**src/design/bavg_pkg.sv**
```systemverilog
// Shared types, constants and divide helpers for the block average downscaler.
package bavg_pkg;

    localparam int MAX_WIDTH   = 4096;
    localparam int MAX_HEIGHT  = 4096;
    localparam int MAX_FACTOR  = 16;
    localparam int SUM_COLUMNS = 2048;

    localparam int DIM_W  = 13;                      // image_width / image_height
    localparam int FAC_W  = 5;                       // block_factor
    localparam int HALF_W = 4;                       // block_factor / 2
    localparam int COL_W  = $clog2(MAX_WIDTH);       // pixel column
    localparam int ROW_W  = $clog2(MAX_HEIGHT);      // pixel row
    localparam int BLK_W  = 4;                       // position inside a block
    localparam int OCOL_W = $clog2(SUM_COLUMNS);     // output column, RAM address
    localparam int OUTW_W = OCOL_W + 1;              // output columns, up to SUM_COLUMNS
    localparam int SUM_W  = 16;                      // one channel sum
    localparam int ENTRY_W = 3 * SUM_W;              // packed red, green, blue sums
    localparam int CFG_IDX_W  = 2;
    localparam int CFG_DATA_W = 13;
    localparam int SETTLE_W   = 2;

    localparam logic [OCOL_W-1:0]   OUT_COL_MAX   = OCOL_W'(SUM_COLUMNS - 1);
    localparam logic [SETTLE_W-1:0] SETTLE_CYCLES = 2'd2;

    localparam logic [CFG_IDX_W-1:0] REG_BLOCK_FACTOR = 2'd0;
    localparam logic [CFG_IDX_W-1:0] REG_GRAY_MODE    = 2'd1;
    localparam logic [CFG_IDX_W-1:0] REG_IMAGE_WIDTH  = 2'd2;
    localparam logic [CFG_IDX_W-1:0] REG_IMAGE_HEIGHT = 2'd3;

    typedef enum logic [1:0] {
        S_SETTLE,
        S_IDLE,
        S_CALC,
        S_EMIT
    } t_state;

    typedef struct packed {
        logic accept;   // take the input beat and start the sum read
        logic step;     // update the sums and advance the counters
        logic load;     // divide and load the output register
    } t_cmd;

    typedef struct packed {
        logic emit;     // the current pixel closes a block
        logic out_free; // the output register can take a beat this cycle
    } t_status;

    // floor(v / k) for k in 1..8 by a reciprocal multiply; exact for 12-bit v.
    function automatic logic [11:0] dim_div(input logic [11:0] v, input logic [HALF_W-1:0] k);
        logic [20:0] m;
        logic [32:0] p;
        case (k)
            4'd1:    m = 21'd1048576;
            4'd2:    m = 21'd524288;
            4'd3:    m = 21'd349526;
            4'd4:    m = 21'd262144;
            4'd5:    m = 21'd209716;
            4'd6:    m = 21'd174763;
            4'd7:    m = 21'd149797;
            4'd8:    m = 21'd131072;
            default: m = 21'd0;
        endcase
        p = 33'(v) * 33'(m);
        return p[31:20];
    endfunction

    // Low byte of floor(v / k^2) for k in 1..8; exact for 14-bit v.
    function automatic logic [7:0] avg_div(input logic [13:0] v, input logic [HALF_W-1:0] k);
        logic [26:0] m;
        logic [40:0] p;
        case (k)
            4'd1:    m = 27'd67108864;
            4'd2:    m = 27'd16777216;
            4'd3:    m = 27'd7456541;
            4'd4:    m = 27'd4194304;
            4'd5:    m = 27'd2684355;
            4'd6:    m = 27'd1864136;
            4'd7:    m = 27'd1369569;
            4'd8:    m = 27'd1048576;
            default: m = 27'd0;
        endcase
        p = 41'(v) * 41'(m);
        return p[33:26];
    endfunction

endpackage

```
**src/design/bavg_ctrl.sv**
```systemverilog
// Controller state machine: sequences accept, sum update and result load.
module bavg_ctrl import bavg_pkg::*; (
    input  logic    i_clk,
    input  logic    i_rst_n,
    input  logic    i_in_valid,
    input  logic    i_cfg_we,
    input  t_status i_status,
    output t_cmd    o_cmd,
    output logic    o_in_stall
);

    t_state              r_state, n_state;
    logic [SETTLE_W-1:0] r_settle, n_settle;

    always_ff @(posedge i_clk) begin
        if (!i_rst_n) begin
            r_state  <= S_SETTLE;
            r_settle <= SETTLE_CYCLES;
        end else begin
            r_state  <= n_state;
            r_settle <= n_settle;
        end
    end

    always_comb begin
        n_state  = r_state;
        n_settle = r_settle;
        o_cmd    = '0;
        unique case (r_state)
            S_SETTLE: begin
                if (i_cfg_we) begin
                    n_settle = SETTLE_CYCLES;
                end else if (r_settle == '0) begin
                    n_state = S_IDLE;
                end else begin
                    n_settle = r_settle - 1'b1;
                end
            end
            S_IDLE: begin
                if (i_in_valid) begin
                    o_cmd.accept = 1'b1;
                    n_state      = S_CALC;
                end else if (i_cfg_we) begin
                    n_settle = SETTLE_CYCLES;
                    n_state  = S_SETTLE;
                end
            end
            S_CALC: begin
                o_cmd.step = 1'b1;
                n_state    = i_status.emit ? S_EMIT : S_IDLE;
            end
            S_EMIT: begin
                if (i_status.out_free) begin
                    o_cmd.load = 1'b1;
                    n_state    = S_IDLE;
                end
            end
        endcase
    end

    assign o_in_stall = (r_state != S_IDLE);

    // An accepted beat always goes straight to the sum update.
    a_accept_to_calc: assert property (@(posedge i_clk) disable iff (!i_rst_n)
        o_cmd.accept |=> (r_state == S_CALC))
        else $error("accepted beat did not proceed to the update state");

    // A result is only pending after an update that closed a block.
    a_emit_origin: assert property (@(posedge i_clk) disable iff (!i_rst_n)
        (r_state == S_EMIT) |-> ($past(r_state) == S_CALC || $past(r_state) == S_EMIT))
        else $error("emit state entered without a block update");

endmodule

```
**config.mk**
```make
export PLATFORM = sky130hd
export DESIGN_NAME = bavg_ctrl
export DESIGN_NICKNAME = d
export VERILOG_FILES = /design/src/design/bavg_pkg.sv /design/src/design/bavg_ctrl.sv
export SDC_FILE = /design/constraint.sdc
export NUM_CORES = 1
export LEC_CHECK = 0
export BUFFER_PORTS_ARGS = -buffer_cell sky130_fd_sc_hd__buf_2
export CAP_MARGIN = 15
export CELL_PAD_IN_SITES_DETAIL_PLACEMENT = 1
export CELL_PAD_IN_SITES_GLOBAL_PLACEMENT = 1
export CORE_AREA = 2 2 39 41
export DETAILED_ROUTE_END_ITERATION = 10
export DIE_AREA = 0 0 41 43
export PLACE_DENSITY = 0.59
export SLEW_MARGIN = 20
export SYNTH_ARGS = -nofsm -noshare
export SYNTH_HDL_FRONTEND = slang
export SYNTH_SLANG_ARGS = --single-unit
export TNS_END_PERCENT = 20
```
**constraint.sdc**
```tcl
create_clock -name i_clk -period 1.66 [get_ports i_clk]
set_clock_uncertainty 0.1 [all_clocks]
set_input_delay 0.249 -clock i_clk [delete_from_list [all_inputs] [get_ports i_clk]]
set_output_delay 0.249 -clock i_clk [all_outputs]
set_load 0.005 [all_outputs]
```
==> flow_summary.rst, run 1 <==
.. list-table::
   :header-rows: 1

   * - Metric
     - Value
   * - Slew Limit Fails
     - 0
   * - Clock tree from TritonCTS
     - yes
   * - Unrepaired setup endpoints after global routing
     - false
   * - Floorplan die width
     - slightly above 40 µm
   * - Slew at the pin closest to its max-slew limit
     - 0.267 ns
   * - Area share of the largest cell type after synthesis
     - 0.229
   * - Number of inserted filler cells in the final layout
     - roughly 170
   * - DR DRC count
     - 0
   * - Internal power
     - 0.393 mW
   * - Buffers & Inverters on Critical Path
     - 2
   * - Relative max-transition margin
     - 0.822
   * - Slowest cell on the critical path
     - sky130_fd_sc_hd__dfxtp_1
   * - Synth-to-Final Area Change
     - 25.8%
   * - Core outline area
     - 0.00138 mm²
   * - Part of the Yosys area used for sequential elements
     - 0.229
   * - Switching Share
     - 0.370
   * - Bufs on Longest Clock Path
     - 2
   * - Weighted congestion at the end of routability-driven global placement
     - 0.607
   * - Height of the die
     - between 40 and 50 µm
   * - Worst skew pair latency
     - approximately 0.23 ns
   * - Highest attainable clock frequency
     - 656 MHz
   * - Part of the power in combinational logic
     - 0.566
   * - Startpoint-to-endpoint class of the critical path
     - reg -> out
   * - Number of setup violations in the final report
     - 0
   * - Register clock-pin slew on the reported worst setup and hold paths
     - 0.04 ns
   * - Required time at the endpoint of the critical path
     - 1.31 ns
   * - Via count of the first global-routing pass
     - 284
   * - Placed Instance Area
     - 414 µm²
   * - Post-synthesis net count
     - 49
   * - Proportion of layout cells with a drive suffix above 1
     - 0.347
   * - I/O Buffers
     - 9
   * - Antenna diode instance count
     - 0
   * - Number of instances in the synthesized netlist
     - 37
   * - Ordered cell list for the critical path
     - inv_1 -> ha_2 -> and2_1 -> buf_2
   * - Status
     - complete, no violations
   * - Hold crit path type
     - in -> reg
   * - Synthesis-stage register bit count
     - 4
   * - Distinct cell type count after synthesis
     - 20
   * - Via count of the routed design
     - 291
   * - Yosys synthesis warning count
     - 0
   * - WL per Instance
     - 10.5 µm
   * - Clock tree root driver cell
     - sky130_fd_sc_hd__clkbuf_4
   * - Crit path largest cell delay
     - 0.36 ns
   * - Biggest area contributors in the synthesized netlist
     - sky130_fd_sc_hd__dfxtp_1, sky130_fd_sc_hd__ha_1, sky130_fd_sc_hd__a221oi_4, sky130_fd_sc_hd__mux2i_1, sky130_fd_sc_hd__inv_1
   * - Die outline area
     - 0.00176 mm²
   * - WP data arrival
     - 1.18 ns
   * - Clock power frac
     - 0.187
   * - Lkg Pwr
     - 0.206 nW
   * - Total routing resource utilization after global routing
     - 0.104
   * - Summed negative setup slack over all endpoints
     - 0 ns
   * - Register area
     - 80.1 µm²
   * - Total length of routed wires
     - 685 µm
   * - Sw Pwr
     - 0.231 mW
   * - Vias per Instance
     - 4.48
   * - Syn avg cell area
     - 9.43 µm²
   * - Multi-input gate area
     - 253 µm²
   * - Time the final worst path needs with I/O delays and setup
     - 1.53 ns
   * - Number of antenna violations at the first check in global routing
     - 0
   * - Detailed-routing iteration count for the pre-antenna-repair pass
     - 3
   * - Critical Path Fanout Max
     - 5
   * - Number of hold-repair buffers added at the cts stage
     - 0
   * - Pin count of the biggest net entering global routing
     - 7
   * - First-pass GRT wire length
     - 1220 µm
   * - Top Ports
     - 10
   * - Setup repair bufs after CTS
     - 0
   * - Initial drt markers
     - 3
   * - Total design power
     - 0.624 mW
   * - Detailed placement HPWL
     - 599 µm
   * - Critical Path Start Type
     - register
   * - Largest vdd supply drop
     - 0.635 mV
   * - Final hold vios
     - 0
   * - Row count
     - 14
   * - Portion of total power attributed to sequential cells
     - 0.247
   * - Final #Nets
     - 63
   * - Layout Cell Area excl Fill
     - 439 µm²
   * - Number of levels the H-tree was split into
     - 1
   * - Clock sinks
     - 4
   * - Number of buffers created by CTS
     - 3
   * - Area of the mapped netlist
     - between 300 and 400 µm²
   * - CP endpoint kind
     - output port
   * - Share of the cycle needed by the critical path after routing
     - 0.919
   * - GRT overflow
     - 0
   * - Antenna-violating nets left
     - 0
   * - Cell taking the most area after synthesis
     - sky130_fd_sc_hd__dfxtp_1
   * - Maximum capacitance violations
     - 0
   * - Cell class contributing the biggest share of worst-path delay
     - flip-flops
   * - Initial core utilization
     - 0.252
   * - Power per Cell Area
     - 1420 mW/mm²
   * - Worst hold slack
     - roughly 0.17 ns
Yosys cell counts:
cell	instances
sky130_fd_sc_hd__a21oi_1	2
sky130_fd_sc_hd__a221oi_4	1
sky130_fd_sc_hd__a22o_1	1
sky130_fd_sc_hd__a2bb2oi_2	1
sky130_fd_sc_hd__and2_1	2
sky130_fd_sc_hd__and3_1	1
sky130_fd_sc_hd__and4b_2	1
sky130_fd_sc_hd__dfxtp_1	4
sky130_fd_sc_hd__ha_1	6
sky130_fd_sc_hd__inv_1	5
sky130_fd_sc_hd__mux2i_1	2
sky130_fd_sc_hd__nand2_1	3
sky130_fd_sc_hd__nand2b_4	1
sky130_fd_sc_hd__nand3_1	1
sky130_fd_sc_hd__nor2_1	1
sky130_fd_sc_hd__nor2b_1	1
sky130_fd_sc_hd__nor3_1	1
sky130_fd_sc_hd__o21a_1	1
sky130_fd_sc_hd__o21ai_1	1
sky130_fd_sc_hd__o21bai_1	1
cells by family after synthesis:
| kind of cell | count (synthesis) | share of synthesized area |
|---|---|---|
| AO/OA/AOI/OAI | 8 | 0.229 |
| adder cells (fa/ha/maj) | 6 | 0.215 |
| buffers and inverters | 5 | 0.0538 |
| flip-flops | 4 | 0.229 |
| multiplexers | 2 | 0.0573 |
| AND/OR/NAND/NOR | 12 | 0.215 |
registers in the layout, summed over array words and instances (netlist names):
| signal | flops |
|---|---|
| r_settle | 2 |
| r_state | 2 |
per-layer routing:
layer	vias up	share of wire	global-route usage
met1	138	0.46	0.125
met3	0	0.022	0.0314
met2	2	0.52	0.147
met5	-	0	0
li1	151	-	-
met4	0	0	0.0800
power groups by stage:
stage	clock network, mW	registers, mW	logic, mW
6_report	0.117	0.154	0.353
5_1_grt	0.131	0.163	0.398
4_1_cts	0.126	0.155	0.362
3_5_place_dp	0	0.156	0.363
3_3_place_gp	0	0.156	0.353
2_1_floorplan	0	0.149	0.284
through the flow:
step | utilization | instances | setup WS (ns)
2_1_floorplan | - | 37 | 0.288
3_3_place_gp | 0.299 | 62 | 0.185
4_1_cts | 0.316 | 65 | 0.0437
6_report | 0.317 | 65 | 0.135
3_5_place_dp | 0.299 | 62 | 0.156
5_1_grt | 0.317 | 65 | 0.0507
layout make-up:
cell class / count / share of cell area
Inverter: 5 / 0.0427
Clock buffer: 3 / 0.0513
Timing Repair Buffer: 9 / 0.103
Tap cell: 16 / 0.0456
Multi-Input combinational cell: 28 / 0.575
Sequential cell: 4 / 0.182
cells in the final DEF (no fill, tap or decap):
cell type / count
sky130_fd_sc_hd__a221oi_4: 1
sky130_fd_sc_hd__nor3_1: 1
sky130_fd_sc_hd__a21oi_1: 2
sky130_fd_sc_hd__nand2_1: 3
sky130_fd_sc_hd__nand3_1: 1
sky130_fd_sc_hd__clkbuf_4: 3
sky130_fd_sc_hd__nand2b_4: 1
sky130_fd_sc_hd__dfxtp_1: 4
sky130_fd_sc_hd__nor2_1: 1
sky130_fd_sc_hd__buf_2: 9
sky130_fd_sc_hd__nor2b_1: 1
sky130_fd_sc_hd__o21ai_1: 1
sky130_fd_sc_hd__ha_2: 1
sky130_fd_sc_hd__o21bai_1: 1
sky130_fd_sc_hd__ha_1: 5
sky130_fd_sc_hd__o21a_1: 1
sky130_fd_sc_hd__and4b_2: 1
sky130_fd_sc_hd__a22o_1: 1
sky130_fd_sc_hd__a2bb2oi_2: 1
sky130_fd_sc_hd__inv_1: 5
sky130_fd_sc_hd__and2_1: 2
sky130_fd_sc_hd__mux2i_1: 2
sky130_fd_sc_hd__and3_1: 1
worst paths after layout:
kind	start	end	slack, ns	cells after the start
setup reg to reg	r_state[1]	r_settle[1]	0.16	5
hold reg to reg	r_state[1]	r_state[1]	0.40	2
hold / removal	i_rst_n	r_settle[1]	0.17	2
setup / recovery	r_state[1]	o_cmd[2]	0.13	4
timing repair:
item | in CTS | in global routing
hold endpoints to repair | 0 | 0
setup endpoints to repair | 0 | 1
gates resized for setup | 0 | 1
No activity file was read; power rests on OpenSTA's default activity.
==> run 2: changes to the inputs <==
- PLACE_DENSITY: 0.59 -> 0.61
- clock period: 1.66 -> 1.4 ns (I/O delays scaled with it)
==> run 2 against run 1 <==
Against the previous run:
- the run now ends with negative setup slack left
- sequential power grew 46%
- clock power up 22%
- wire length grew 15%
- design area is 27% higher
- register-to-register slack worse by 0.15 ns
- critical path depth did not move
- global-route usage rose by 1.4 points
- final cell count is 3.1% higher
- die area is the same
- non-clock buffer count is 2 higher
- first-iteration DRC count did not move
==> flow_summary.rst, run 2 (synthesis results as in run 1) <==
.. list-table::
   :header-rows: 1

   * - Metric
     - Value
   * - Initial drt markers
     - 3
   * - Height of the die
     - 43 µm
   * - DR DRC count
     - 0
   * - Proportion of layout cells with a drive suffix above 1
     - 0.608
   * - Number of buffers created by CTS
     - 3
   * - Number of antenna violations at the first check in global routing
     - 0
   * - WL per Instance
     - 11.8 µm
   * - Maximum capacitance violations
     - 0
   * - I/O Buffers
     - 9
   * - WP data arrival
     - 1.09 ns
   * - Setup repair bufs after CTS
     - 0
   * - Via count of the routed design
     - 304
   * - Slew Limit Fails
     - 0
   * - Relative max-transition margin
     - 0.811
   * - Critical Path Fanout Max
     - 5
   * - Clock tree from TritonCTS
     - yes
   * - Unrepaired setup endpoints after global routing
     - true
   * - Time the final worst path needs with I/O delays and setup
     - between 1 and 1.5 ns
   * - Share of the cycle needed by the critical path after routing
     - 1.00
   * - Largest vdd supply drop
     - 0.543 mV
   * - Layout Cell Area excl Fill
     - approximately 560 µm²
   * - Placed Instance Area
     - 429 µm²
   * - Internal power
     - 0.571 mW
   * - Number of levels the H-tree was split into
     - 1
   * - Final #Nets
     - 65
   * - Floorplan die width
     - between 40 and 50 µm
   * - Row count
     - 14
   * - Lkg Pwr
     - 0.221 nW
   * - Final hold vios
     - 0
   * - Post-route non-filler standard cell count
     - 67
   * - First-pass GRT wire length
     - roughly 1300 µm
   * - Via count of the first global-routing pass
     - 322
   * - Total design power
     - 0.922 mW
   * - Clock power frac
     - 0.155
   * - Clock tree root driver cell
     - sky130_fd_sc_hd__clkbuf_4
   * - Worst setup margin
     - -0.00361 ns
   * - Number of hold-repair buffers added at the cts stage
     - 0
   * - Crit path largest cell delay
     - 0.34 ns
   * - Highest attainable clock frequency
     - 712 MHz
   * - Detailed placement HPWL
     - ~650 µm
   * - Core outline area
     - ~0.0014 mm²
   * - Violations in the final reports
     - negative setup slack
   * - Regs by FF count
     - r_settle (2), r_state (2)
   * - Part of the power in combinational logic
     - 0.601
   * - Total length of routed wires
     - 789 µm
   * - Worst skew pair latency
     - 0.24 ns
   * - Total routing resource utilization after global routing
     - 0.118
   * - Hold crit path type
     - in -> reg
   * - Top Ports
     - 10
   * - Synth-to-Final Area Change
     - 60.2%
   * - Status
     - finished with violations
   * - Die outline area
     - 0.00176 mm²
   * - Worst hold slack
     - around 0.13 ns
   * - Detailed-routing iteration count for the pre-antenna-repair pass
     - 2
   * - Sw Pwr
     - 0.351 mW
   * - Placed cell count
     - 64
   * - Multi-input gate area
     - 337 µm²
   * - Commonest cells after routing, fill and taps aside
     - sky130_fd_sc_hd__buf_2, sky130_fd_sc_hd__ha_4, sky130_fd_sc_hd__nand2_1, sky130_fd_sc_hd__clkbuf_4, sky130_fd_sc_hd__buf_6
   * - Critical Path Start Type
     - register
   * - Antenna-violating nets left
     - 0
   * - Slew at the pin closest to its max-slew limit
     - 0.283 ns
   * - Register clock-pin slew on the reported worst setup and hold paths
     - 0.04 ns
   * - Summed negative setup slack over all endpoints
     - -0.00361 ns
   * - Post-Place Worst Slack
     - -0.166 ns
   * - Number of setup violations in the final report
     - 1
   * - Required time at the endpoint of the critical path
     - about 1.1 ns
   * - Ordered cell list for the critical path
     - inv_2 -> ha_4 -> and2_1 -> buf_2
   * - Bufs on Longest Clock Path
     - 2
   * - Switching Share
     - 0.380
   * - Register area
     - 85.1 µm²
   * - Weighted congestion at the end of routability-driven global placement
     - 0.610
   * - Clock sinks
     - 4
   * - Slowest cell on the critical path
     - sky130_fd_sc_hd__dfxtp_2
   * - Vias per Instance
     - 4.54
   * - Startpoint-to-endpoint class of the critical path
     - reg -> out
   * - Antenna diode instance count
     - 0
   * - CP endpoint kind
     - output port
   * - Portion of total power attributed to sequential cells
     - 0.244
   * - Core Util, Final
     - 0.404
   * - Number of inserted filler cells in the final layout
     - between 150 and 200
   * - Power per Cell Area
     - 1650 mW/mm²
   * - Most common cell after layout, fill and taps aside
     - sky130_fd_sc_hd__buf_2
   * - Pin count of the biggest net entering global routing
     - 7
   * - GRT overflow
     - 0
   * - Initial core utilization
     - 0.252
## run 2: changes by cell type in the layout (fill, tap and decap cells not counted), sizes merged
cell	change
buf	+2
## run 2: area by class of cell
cell class | count | area share
Tap cell | 16 | 0.0358
Timing Repair Buffer | 11 | 0.132
Inverter | 5 | 0.0380
Sequential cell | 4 | 0.152
Clock buffer | 3 | 0.0403
Multi-Input combinational cell | 28 | 0.602
## run 2: per-layer routing
layer  GRT usage  up-vias  share of wire
met4       0.120        0          0.035
met2       0.178        8           0.50
met3      0.0314        4          0.039
met1       0.119      134           0.43
met5           0        -              0
li1            -      158              -
## run 2: path summary, 6_finish.rpt
kind / endpoint / startpoint / cells past startpoint / slack (ns)
worst max-delay path: o_cmd[2] / r_state[1] / 4 / -0.004
worst min-delay path: r_settle[1] / i_rst_n / 2 / 0.13
worst max register to register: r_state[0] / r_state[1] / 5 / 0.01
worst min register to register: r_settle[1] / r_settle[1] / 2 / 0.43
## run 2: repair_timing
| item | 4_1_cts | 5_1_grt |
|---|---|---|
| gates resized for setup | 22 | 3 |
| gates cloned | 0 | 0 |
| endpoints found under the setup margin | 8 | 6 |
| pin swaps | 3 | 1 |
## run 2: power groups by stage
stage                     clock network [mW]  logic [mW]  registers, mW
after floorplan                            0       0.336          0.177
after global placement                     0       0.432          0.185
after detailed placement                   0       0.449          0.188
after CTS                              0.157       0.553          0.225
after global routing                   0.164       0.609          0.232
final                                  0.143       0.554          0.225
## run 2: critical path, delay by kind of cell (launching register included)
kind | cells | cell delay, ns
buffers and inverters | 2 | 0.20
flip-flops | 1 | 0.34
AND/OR/NAND/NOR | 1 | 0.14
adder cells (fa/ha/maj) | 1 | 0.18
